## config.mk

```make
export PLATFORM = sky130hd
export DESIGN_NAME = cfe_xorshift
export DESIGN_NICKNAME = d
export VERILOG_FILES = /design/src/rtl/cfe_pkg.sv /design/src/rtl/cfe_xorshift.sv
export SDC_FILE = /design/constraint.sdc
export NUM_CORES = 1
export LEC_CHECK = 0
export BUFFER_PORTS_ARGS = -buffer_cell sky130_fd_sc_hd__clkbuf_2
export CAP_MARGIN = 20
export CORE_MARGIN = 2
export CORE_UTILIZATION = 45
export CTS_CLUSTER_DIAMETER = 80
export DETAILED_ROUTE_END_ITERATION = 10
export PLACE_DENSITY = 0.73
export SYNTH_ARGS = -nofsm -noshare
export SYNTH_HDL_FRONTEND = slang
export SYNTH_SLANG_ARGS = --single-unit
```

## constraint.sdc

```tcl
create_clock -name clk -period 1.4 [get_ports clk]
set_input_delay 0.14 -clock clk [delete_from_list [all_inputs] [get_ports clk]]
set_output_delay 0.14 -clock clk [all_outputs]
set_load 0.03 [all_outputs]
```

## src/rtl/cfe_pkg.sv

```systemverilog
`default_nettype none
package cfe_pkg;

  localparam int NUM_BUCKETS      = 1024;
  localparam int KICK_ROUNDS      = 16;
  localparam int KICKS_PER_ROUND  = 32;
  localparam int SLOTS_PER_BUCKET = 4;
  localparam int TAG_W            = 32;
  localparam int FP_W             = 64;
  localparam int GEN_W            = 64;
  localparam int CNT_W            = 13;
  localparam int OP_W             = 2;
  localparam int BKT_W            = (NUM_BUCKETS > 1) ? $clog2(NUM_BUCKETS) : 1;
  localparam int SLOT_W           = $clog2(SLOTS_PER_BUCKET);
  localparam int ROW_W            = TAG_W * SLOTS_PER_BUCKET;
  localparam int RND_W            = (KICK_ROUNDS > 1) ? $clog2(KICK_ROUNDS) : 1;
  localparam int KCK_W            = (KICKS_PER_ROUND > 1) ? $clog2(KICKS_PER_ROUND) : 1;
  localparam int PADDR_W          = 4;
  localparam int PDATA_W          = 64;

  localparam logic [OP_W-1:0] OP_INSERT = 2'd0;
  localparam logic [OP_W-1:0] OP_TEST   = 2'd1;
  localparam logic [OP_W-1:0] OP_CLEAR  = 2'd2;

  // Register index taken from paddr[3] (8-byte register spacing).
  localparam logic REG_SEED = 1'b0;

  typedef struct packed {
    logic            start;
    logic [OP_W-1:0] op;
    logic [FP_W-1:0] fp;
  } cfe_req_t;

  typedef struct packed {
    logic             valid;
    logic             success;
    logic [CNT_W-1:0] count;
  } cfe_res_t;

  function automatic logic [GEN_W-1:0] xorshift_step(input logic [GEN_W-1:0] x);
    logic [GEN_W-1:0] a;
    logic [GEN_W-1:0] b;
    a = x ^ (x << 13);
    b = a ^ (a >> 7);
    return b ^ (b << 17);
  endfunction

endpackage
`default_nettype wire

```

## src/rtl/cfe_xorshift.sv

```systemverilog
`default_nettype none
module cfe_xorshift
  import cfe_pkg::*;
(
  input  logic             clk,
  input  logic             rst,
  input  logic             load,
  input  logic [GEN_W-1:0] seed,
  input  logic             advance,
  output logic [GEN_W-1:0] gen_next
);

  logic [GEN_W-1:0] gen;

  assign gen_next = xorshift_step(gen);

  always_ff @(posedge clk) begin
    if (rst) begin
      gen <= GEN_W'(1);
    end else if (load) begin
      // A zero seed would lock the generator at zero.
      gen <= (seed == '0) ? GEN_W'(1) : seed;
    end else if (advance) begin
      gen <= gen_next;
    end
  end

endmodule
`default_nettype wire

```

==> reports/results.txt, run 1 <==
Synth async-reset ratio = 0%
Post-synth net total = 622
Post-synth EDFFs = 0
Synth Area in Adders = 0%
Die Y = 104 microns
Most used DFF post-synth = dfxtp_1
Yosys warns = 0
Most common cell in the synthesized netlist = xnor2_1
Chip width = 104 microns
Syn avg cell area = 8.18 sq um
Synth area leader = dfxtp_1
Synthesized flop and latch total = 64
Row cnt = 36
Placed Instances = 910
Multiplexer share of the synthesized area = 1.55%
Error msg = [ERROR DPL-0038] Utilization greater than 100%, impossible to legalize
Routability Congestion = 0.905
Detailed placement HPWL = 15900 microns
Synth cell count leaders = xnor2_1 (109), nor2_1 (108), dfxtp_1 (64), nand2_1 (56), xor2_1 (47)
Port Buffers = 131
Synth Area in XOR/XNOR = 36.1%
Synth Area in Compound Gates = 12.5%
Root Driver = clkbuf_8
TritonCTS Sinks = 64
CTS buffer count = 9
Post-Place Setup Slack = -0.470 ns
Syn Inst Count = 554
Post-synth top area share = 28.3%
Failed at = clock tree synthesis (4_1_cts)
Clock tree buffer depth = 2
Synth area leaders = dfxtp_1 (28%), xnor2_1 (21%), xor2_1 (9.1%)
Sequential area share after synthesis = 28.3%
Outcome = did not finish
Area of the mapped netlist = 4530 sq um
IO Pins = 132
Quantity of gates resized following cts = 292
Setup Fix Bufs, Post-CTS = 71
# hold bufs at CTS = 0
H-tree lvl count = 3
Initial Utilization = 46.4%
Largest family of logic cells by synthesized area = XOR/XNOR gates
Simple-Gate Fraction of Synth Area = 18.0%
Yosys cell types = 27
[per-stage QoR]
| stage | cell area, sq um | TNS [ns] | utilization [%] |
|---|---|---|---|
| 2_1_floorplan | 6940 | -7.59 | - |
| 3_3_place_gp | 8800 | -12.63 | 90.1 |
| 3_5_place_dp | 8800 | -18.03 | 90.1 |
[logic make-up after synthesis]
| logic type | after synthesis |
|---|---|
| simple gates | 195 |
| xor+xnor | 172 |
| compound gates | 73 |
| flops | 64 |
| buf+inv | 43 |
| mux | 7 |
==> run 2: changes to the inputs <==
Settings changed: CORE_UTILIZATION 45 to 30, CTS_CLUSTER_DIAMETER 80 to default, PLACE_DENSITY 0.73 to default, PLACE_DENSITY_LB_ADDON from default to 0.15.
Clock period 1.4 ns to 1.8 ns, I/O delays scaled along.
==> reports/results.txt, run 2 <==
Vias per inst = 5.29
Switching share of total power = 44.4%
Critical path data arrival time = 1.81 ns
Syn avg cell area = 8.18 sq um (unchanged)
N_diodes = 0
Unrepaired setup endpoints after global routing = true
Seq pwr share = 12.6%
Antenna violations before repair = 0
Sw Pwr = 7330 uW
First-pass GRT wire length = 30200 microns
Logic gate share of total power = 76.5%
Largest register by flop count = gen
Via count = 5185
Slew HR = 39.4%
Worst-case vdd ir drop = 0.739 mV
Syn Inst Count = 554 (unchanged)
Worst EP required = 1.62 ns
Capturing point of the worst reg2reg path = gen[41]
Final min period = 1.99 ns
Final worst slack = -0.188 ns
H-tree lvl count = 3 (unchanged)
Port Buffers = 131 (unchanged)
Vias in the first global route = 5147
Row cnt = 44 (was 36)
Worst-path fanout max = 2
Max reg flops = 64
Final Net Count = 859
Clk_skew = 0.00668 ns
Root Driver = clkbuf_16 (was clkbuf_8)
Area growth, synth to finish = 107%
Outcome = finished with violations (was did not finish)
R2R setup slack = -0.04 ns
Post-synth EDFFs = 0 (unchanged)
Post-Place Setup Slack = -0.0657 ns (was -0.470 ns)
Fin crit share = 110%
Commonest non-fill, non-tap cell in the layout = nor2_1
Post-synth net total = 622 (unchanged)
Initial Utilization = 31.0% (was 46.4%)
Top Registers = gen: 64 flops
Clock power share = 10.9%
Critical path type = reg2out
Total global-route track usage = 24.9%
Internal power = 9180 uW
Hold Crit Class = in2reg
Chip width = 127 microns (was 104 microns)
Largest net degree at the start of global routing = 71
Fin. max-slew vios = 0
Die Y = 127 microns (was 104 microns)
Residual DRC count = 0
CTS tree = built
Clk pin slew, worst setup/hold paths = 0.06 ns
Drt initial violations = 418
Routed WL = 20900 microns
PwrDens = 1760 nW/um^2
First drt pass iteration count = 5
Setup crit end kind = output port
Area of the mapped netlist = 4530 sq um (unchanged)
Hold path start = seed[31]
# hold bufs at CTS = 0 (unchanged)
Core Box Area = 14600 sq um
Setup Viol. Count Final = 36
Leak = 0.00393 uW
DIE AREA = 16100 sq um
Synth area leaders = dfxtp_1 (28%), xnor2_1 (21%), xor2_1 (9.1%) (unchanged)
Synth cell count leaders = xnor2_1 (109), nor2_1 (108), dfxtp_1 (64), nand2_1 (56), xor2_1 (47) (unchanged)
Worst-skew pair later-pin latency = 0.34 ns
Post-synth top area share = 28.3% (unchanged)
Share of layout cells above drive strength 1 = 60.3%
R2R depth = 8
Hold slack = 0.0771 ns
Critical Path Source Type = flip-flop
CTS buffer count = 9 (unchanged)
Yosys cell types = 27 (unchanged)
Peak Freq = 0.503 GHz
Synthesized flop and latch total = 64 (unchanged)
Most used DFF post-synth = dfxtp_1 (unchanged)
Failing checks = negative setup slack
IO Pins = 132 (unchanged)
Synth async-reset ratio = 0% (unchanged)
WHS Path Cells = 3
Grt total ovfl = 0
Clock tree buffer depth = 2 (unchanged)
Routability Congestion = 0.924 (was 0.905)
Drt wl/cell = 21.3 microns
Worst-Margin Slew = 0.909 ns
Most common cell in the synthesized netlist = xnor2_1 (unchanged)
Yosys warns = 0 (unchanged)
Post-route ant nets = 0
TritonCTS Sinks = 64 (unchanged)
Setup TNS = -2.44 ns
Sequential area share after synthesis = 28.3% (unchanged)
Max-cap violations = 0
Detailed placement HPWL = 14000 microns (was 15900 microns)
Worst r2r src = gen[18]
Hold endpoint = gen[31]
Final Hold Viols = 0
Synth area leader = dfxtp_1 (unchanged)
Most frequent cells in the layout = nor2_1 (107), buf_4 (85), clkbuf_2 (74)
run 2: cell counts after synthesis:
No cell type changed its count.
run 2: per-layer routing:
metal,vias up,global-route usage [%],wire length (microns)
li1,2318,-,-
met3,34,3.58,1250
met4,0,9.24,497
met1,2594,34.5,8990
met2,239,39.6,10100
met5,-,0,0
run 2: kinds of logic (layout without fill, tap and decap cells):
logic type	count (synthesis)	in the layout	share of synthesized area, %
compound gates	73	73	12.5
xor+xnor	172	172	36.1
buf+inv	43	285	3.64
flops	64	64	28.3
mux	7	7	1.55
simple gates	195	195	18.0
run 2: layout make-up:
type                    count  area [sq um]
clock buffers              14           294
clock inverters             2          10.0
fillers                  1094          5250
inverters                   9          33.8
multi-input cells         447          5070
flip-flops and latches     64          1420
well taps                 184           230
repair buffers            260          2330
run 2: timing repair:
action / CTS / global route
setup buffers: 41 / 30
setup endpoints to repair: 59 / 57
gates resized for setup: 316 / 146
gates cloned: 0 / 0
pin swaps: 74 / 75
run 2: worst max path at each step:
stage / from / to / cells past startpoint
detailed placement: gen[26] / gen_next[49] / 5
global route: gen[45] / gen_next[38] / 5
floorplan: gen[8] / gen[25] / 5
finish: gen[25] / gen_next[31] / 5
CTS: gen[21] / gen_next[31] / 5
global placement: gen[26] / gen_next[49] / 5
run 2: critical path, cell delays in order, from the launching register on:
cell and delay [ns]:
dfxtp_4 0.34, buf_6 0.11, xor2_4 0.24, xnor2_2 0.17, xnor3_4 0.45, buf_8 0.16
run 2: through the flow:
| stage | area [sq um] | utilization, % | std cells | power, uW |
|---|---|---|---|---|
| after global placement | 6040 | 41.2 | 899 | 9300 |
| after global routing | 9390 | 64.1 | 980 | 17100 |
| after floorplan | 4730 | - | 554 | 6930 |
| final | 9390 | 64.1 | 980 | 16500 |
| after CTS | 8480 | 57.9 | 954 | 14500 |
| after detailed placement | 6040 | 41.2 | 899 | 9310 |
run 2: power groups by stage:
stage	sequential, uW	combinational, uW	clock (uW)
floorplan	1830	5100	0
detailed placement	1890	7420	0
finish	2090	12600	1800
global placement	1880	7420	0
global route	2120	13100	1890
CTS	2040	10600	1800
(Power assumes the default switching activity.)
==> run 3: changes to the inputs <==
Settings changed: MAX_ROUTING_LAYER from default to met4.
==> reports/results.txt, run 3 (synthesis results as in run 2) <==
Die Y = 127 microns (unchanged)
Vias in the first global route = 5161 (was 5147)
Routability Congestion = 0.940 (was 0.924)
Grt total ovfl = 0 (unchanged)
Worst EP required = 1.62 ns (about the same)
N_diodes = 0 (unchanged)
Largest register by flop count = gen (unchanged)
Setup crit end kind = output port (unchanged)
CP peak stage delay = 0.37 ns (was 0.45 ns)
Worst-Margin Slew = 0.901 ns (was 0.909 ns)
Worst-path fanout max = 3 (was 2)
CTS buffer count = 9 (unchanged)
Max reg flops = 64 (unchanged)
Multi-input gate area = 5070 sq um (about the same)
Area after DPL = 6040 sq um (unchanged)
Detailed placement HPWL = 14000 microns (unchanged)
Core Box Area = 14600 sq um (unchanged)
Peak Freq = 0.511 GHz (was 0.503 GHz)
Fin crit share = 109% (was 110%)
Slowest cell on the critical path = dfxtp_4 (was xnor3_4)
Top Registers = gen: 64 flops (unchanged)
Port Buffers = 131 (unchanged)
Drt wl/cell = 21.5 microns (was 21.3 microns)
Clk pin slew, worst setup/hold paths = 0.06 ns (about the same)
Total area of sequential cells = 1430 sq um (was 1420 sq um)
Setup Viol. Count Final = 40 (was 36)
Slew HR = 40.0% (was 39.4%)
Routed WL = 21100 microns (was 20900 microns)
Antenna violations before repair = 0 (unchanged)
Clk_skew = 0.00466 ns (was 0.00668 ns)
Hold Crit Class = in2reg (unchanged)
Leak = 0.00395 uW (was 0.00393 uW)
Chip width = 127 microns (unchanged)
Share of layout cells above drive strength 1 = 60.5% (was 60.3%)
Final Net Count = 861 (was 859)
Total global-route track usage = 25.7% (was 24.9%)
Worst-case vdd ir drop = 0.746 mV (was 0.739 mV)
Worst-skew pair later-pin latency = 0.34 ns (about the same)
Clock tree buffer depth = 2 (unchanged)
Critical Path Source Type = flip-flop (unchanged)
Vias per inst = 5.27 (was 5.29)
First drt pass iteration count = 5 (unchanged)
IO Pins = 132 (unchanged)
Final worst slack = -0.157 ns (was -0.188 ns)
Largest net degree at the start of global routing = 71 (unchanged)
Area growth, synth to finish = 108% (was 107%)
Residual DRC count = 0 (unchanged)
Critical path data arrival time = 1.78 ns (was 1.81 ns)
Fill count = 1089 (was 1094)
CP cell instances = xor2_4, buf_4, buf_6, xnor2_4, xor2_2, clkbuf_8 (was buf_6, xor2_4, xnor2_2, xnor3_4, buf_8)
TritonCTS Sinks = 64 (unchanged)
Post-Place Setup Slack = -0.0657 ns (unchanged)
Most frequent cells in the layout = nor2_1 (107), buf_4 (85), clkbuf_2 (76) (was nor2_1 (107), buf_4 (85), clkbuf_2 (74))
Root Driver = clkbuf_16 (unchanged)
DIE AREA = 16100 sq um (unchanged)
Failing checks = negative setup slack (unchanged)
H-tree lvl count = 3 (unchanged)
Layout Utilization = 64.3% (was 64.1%)
Unrepaired setup endpoints after global routing = true (unchanged)
Drt initial violations = 380 (was 418)
Row cnt = 44 (unchanged)
Critical path type = reg2out (unchanged)
Final Hold Viols = 0 (unchanged)
First-pass GRT wire length = 30300 microns (was 30200 microns)
Initial Utilization = 31.0% (unchanged)
PwrDens = 1750 nW/um^2 (was 1760 nW/um^2)
Via count = 5172 (was 5185)
Fin. max-slew vios = 0 (unchanged)
Outcome = finished with violations (unchanged)
Max-cap violations = 0 (unchanged)
Post-route cell area = 9420 sq um (was 9390 sq um)
CTS tree = built (unchanged)
Final min period = 1.96 ns (was 1.99 ns)
Post-route ant nets = 0 (unchanged)
Commonest non-fill, non-tap cell in the layout = nor2_1 (unchanged)
-- run 3: what timing repair did --
item / 4_1_cts / 5_1_grt
resized for setup: 316 / 145
endpoints found under the setup margin: 59 / 56
hold buffers: 0 / 0
pin swaps: 74 / 69
buffers inserted: 41 / 33
-- run 3: worst max-delay path, delay by kind of cell (launching register included) --
kind	cells	cell delay, ns
buf+inv	3	0.45
xor+xnor	3	0.62
flops	1	0.37
-- run 3: path summary, 6_finish.rpt --
check	slack [ns]	cells after the start	end	startpoint
hold reg to reg	0.56	2	gen[62]	gen[62]
setup reg to reg	-0.02	8	gen[41]	gen[18]
setup / recovery	-0.16	6	gen_next[45]	gen[45]
hold / removal	0.08	3	gen[31]	seed[31]
-- run 3: power by group --
| group | internal [uW] | switching [uW] |
|---|---|---|
| combinational | 6400 | 6220 |
| clock | 1120 | 684 |
| sequential | 1640 | 446 |
-- run 3: routing by layer --
layer | track usage (%) | up-vias | part of all wire, % | wire (microns)
met1 | 34.8 | 2548 | 42 | 8850
li1 | - | 2322 | - | -
met4 | 9.24 | 0 | 3.2 | 678
met5 | - | - | 0 | 0
met2 | 39.5 | 261 | 48 | 10200
met3 | 3.12 | 41 | 6.4 | 1350
-- run 3: metrics by stage --
| stage | power (uW) | hold slack, ns | TNS (ns) | cells |
|---|---|---|---|---|
| 5_1_grt | 17100 | 0.0873 | -4.89 | 982 |
| 3_5_place_dp | 9310 | 0.443 | -0.195 | 899 |
| 3_3_place_gp | 9300 | 0.426 | -0.241 | 899 |
| 2_1_floorplan | 6930 | 0.316 | -0.559 | 554 |
| 4_1_cts | 14500 | 0.0781 | -2.71 | 954 |
| 6_report | 16500 | 0.0767 | -2.81 | 982 |
-- run 3: cell type report --
| type | count | area share [%] |
|---|---|---|
| repair buffers | 262 | 25.0 |
| multi-input cells | 447 | 53.8 |
| flip-flops and latches | 64 | 15.1 |
| clock inverters | 2 | 0.106 |
| inverters | 9 | 0.359 |
| clock buffers | 14 | 3.12 |
| well taps | 184 | 2.44 |
==> run 4: changes to the inputs <==
Settings changed: CORE_UTILIZATION 30 to 53.
==> reports/results.txt, run 4 <==
IO Pins = 132 (unchanged)
H-tree lvl count = 3 (unchanged)
Synthesized flop and latch total = 64 (unchanged)
Chip width = 96.5 microns (was 127 microns)
Routability Congestion = 0.930 (was 0.940)
Syn avg cell area = 8.18 sq um (unchanged)
Synth area leader = dfxtp_1 (unchanged)
Synth Area in XOR/XNOR = 36.1% (unchanged)
Worst_ep grt = gen_next[55]
Detailed placement HPWL = 11800 microns (was 14000 microns)
Largest net degree at the start of global routing = 66
Post-synth EDFFs = 0 (unchanged)
Synth area leaders = dfxtp_1 (28%), xnor2_1 (21%), xor2_1 (9.1%) (unchanged)
Synth Area in Adders = 0% (unchanged)
Synth cell count leaders = xnor2_1 (109), nor2_1 (108), dfxtp_1 (64), nand2_1 (56), xor2_1 (47) (unchanged)
TritonCTS Sinks = 64 (unchanged)
Post-synth top area share = 28.3% (unchanged)
Failed at = global routing (5_1_grt)
Largest family of logic cells by synthesized area = XOR/XNOR gates (unchanged)
Clock tree buffer depth = 2 (unchanged)
Yosys warns = 0 (unchanged)
WEP type = top-level output
Sequential area share after synthesis = 28.3% (unchanged)
Simple-Gate Fraction of Synth Area = 18.0% (unchanged)
Syn Inst Count = 554 (unchanged)
Yosys cell types = 27 (unchanged)
Initial Utilization = 54.9% (was 31.0%)
Outcome = did not finish (was finished with violations)
Most common cell in the synthesized netlist = xnor2_1 (unchanged)
Post-synth net total = 622 (unchanged)
Die Y = 96.5 microns (was 127 microns)
Row cnt = 33 (was 44)
Multiplexer share of the synthesized area = 1.55% (unchanged)
Synth Area in Compound Gates = 12.5% (unchanged)
Area of the mapped netlist = 4530 sq um (unchanged)
CTS buffer count = 9 (unchanged)
Port Buffers = 131 (unchanged)
Root Driver = clkbuf_8 (was clkbuf_16)
Most used DFF post-synth = dfxtp_1 (unchanged)
Error msg = [ERROR DPL-0038] Utilization greater than 100%, impossible to legalize
Synth async-reset ratio = 0% (unchanged)
==> run 4: cell counts after synthesis <==
No cell type changed its count.
==> run 4: kinds of logic after synthesis <==
| kind of cell | count (synthesis) |
|---|---|
| XOR/XNOR | 172 |
| multiplexers | 7 |
| AND/OR/NAND/NOR | 195 |
| AO/OA/AOI/OAI | 73 |
| buffers and inverters | 43 |
| flip-flops | 64 |
==> run 4: metrics by stage <==
stage               hold WS [ns]  instance area, sq um  instances  util [%]  worst slack, ns
global placement           0.426                  5670        791      68.7          -0.0383
CTS                       0.0610                  7650        844      92.7           -0.141
detailed placement         0.434                  5670        791      68.7          -0.0384
floorplan                  0.316                  4730        554         -           -0.151
==> run 4: timing repair <==
item	CTS
pin swaps	57
endpoints found under the setup margin	55
gates resized for setup	274
hold buffers	0
buffers inserted	38
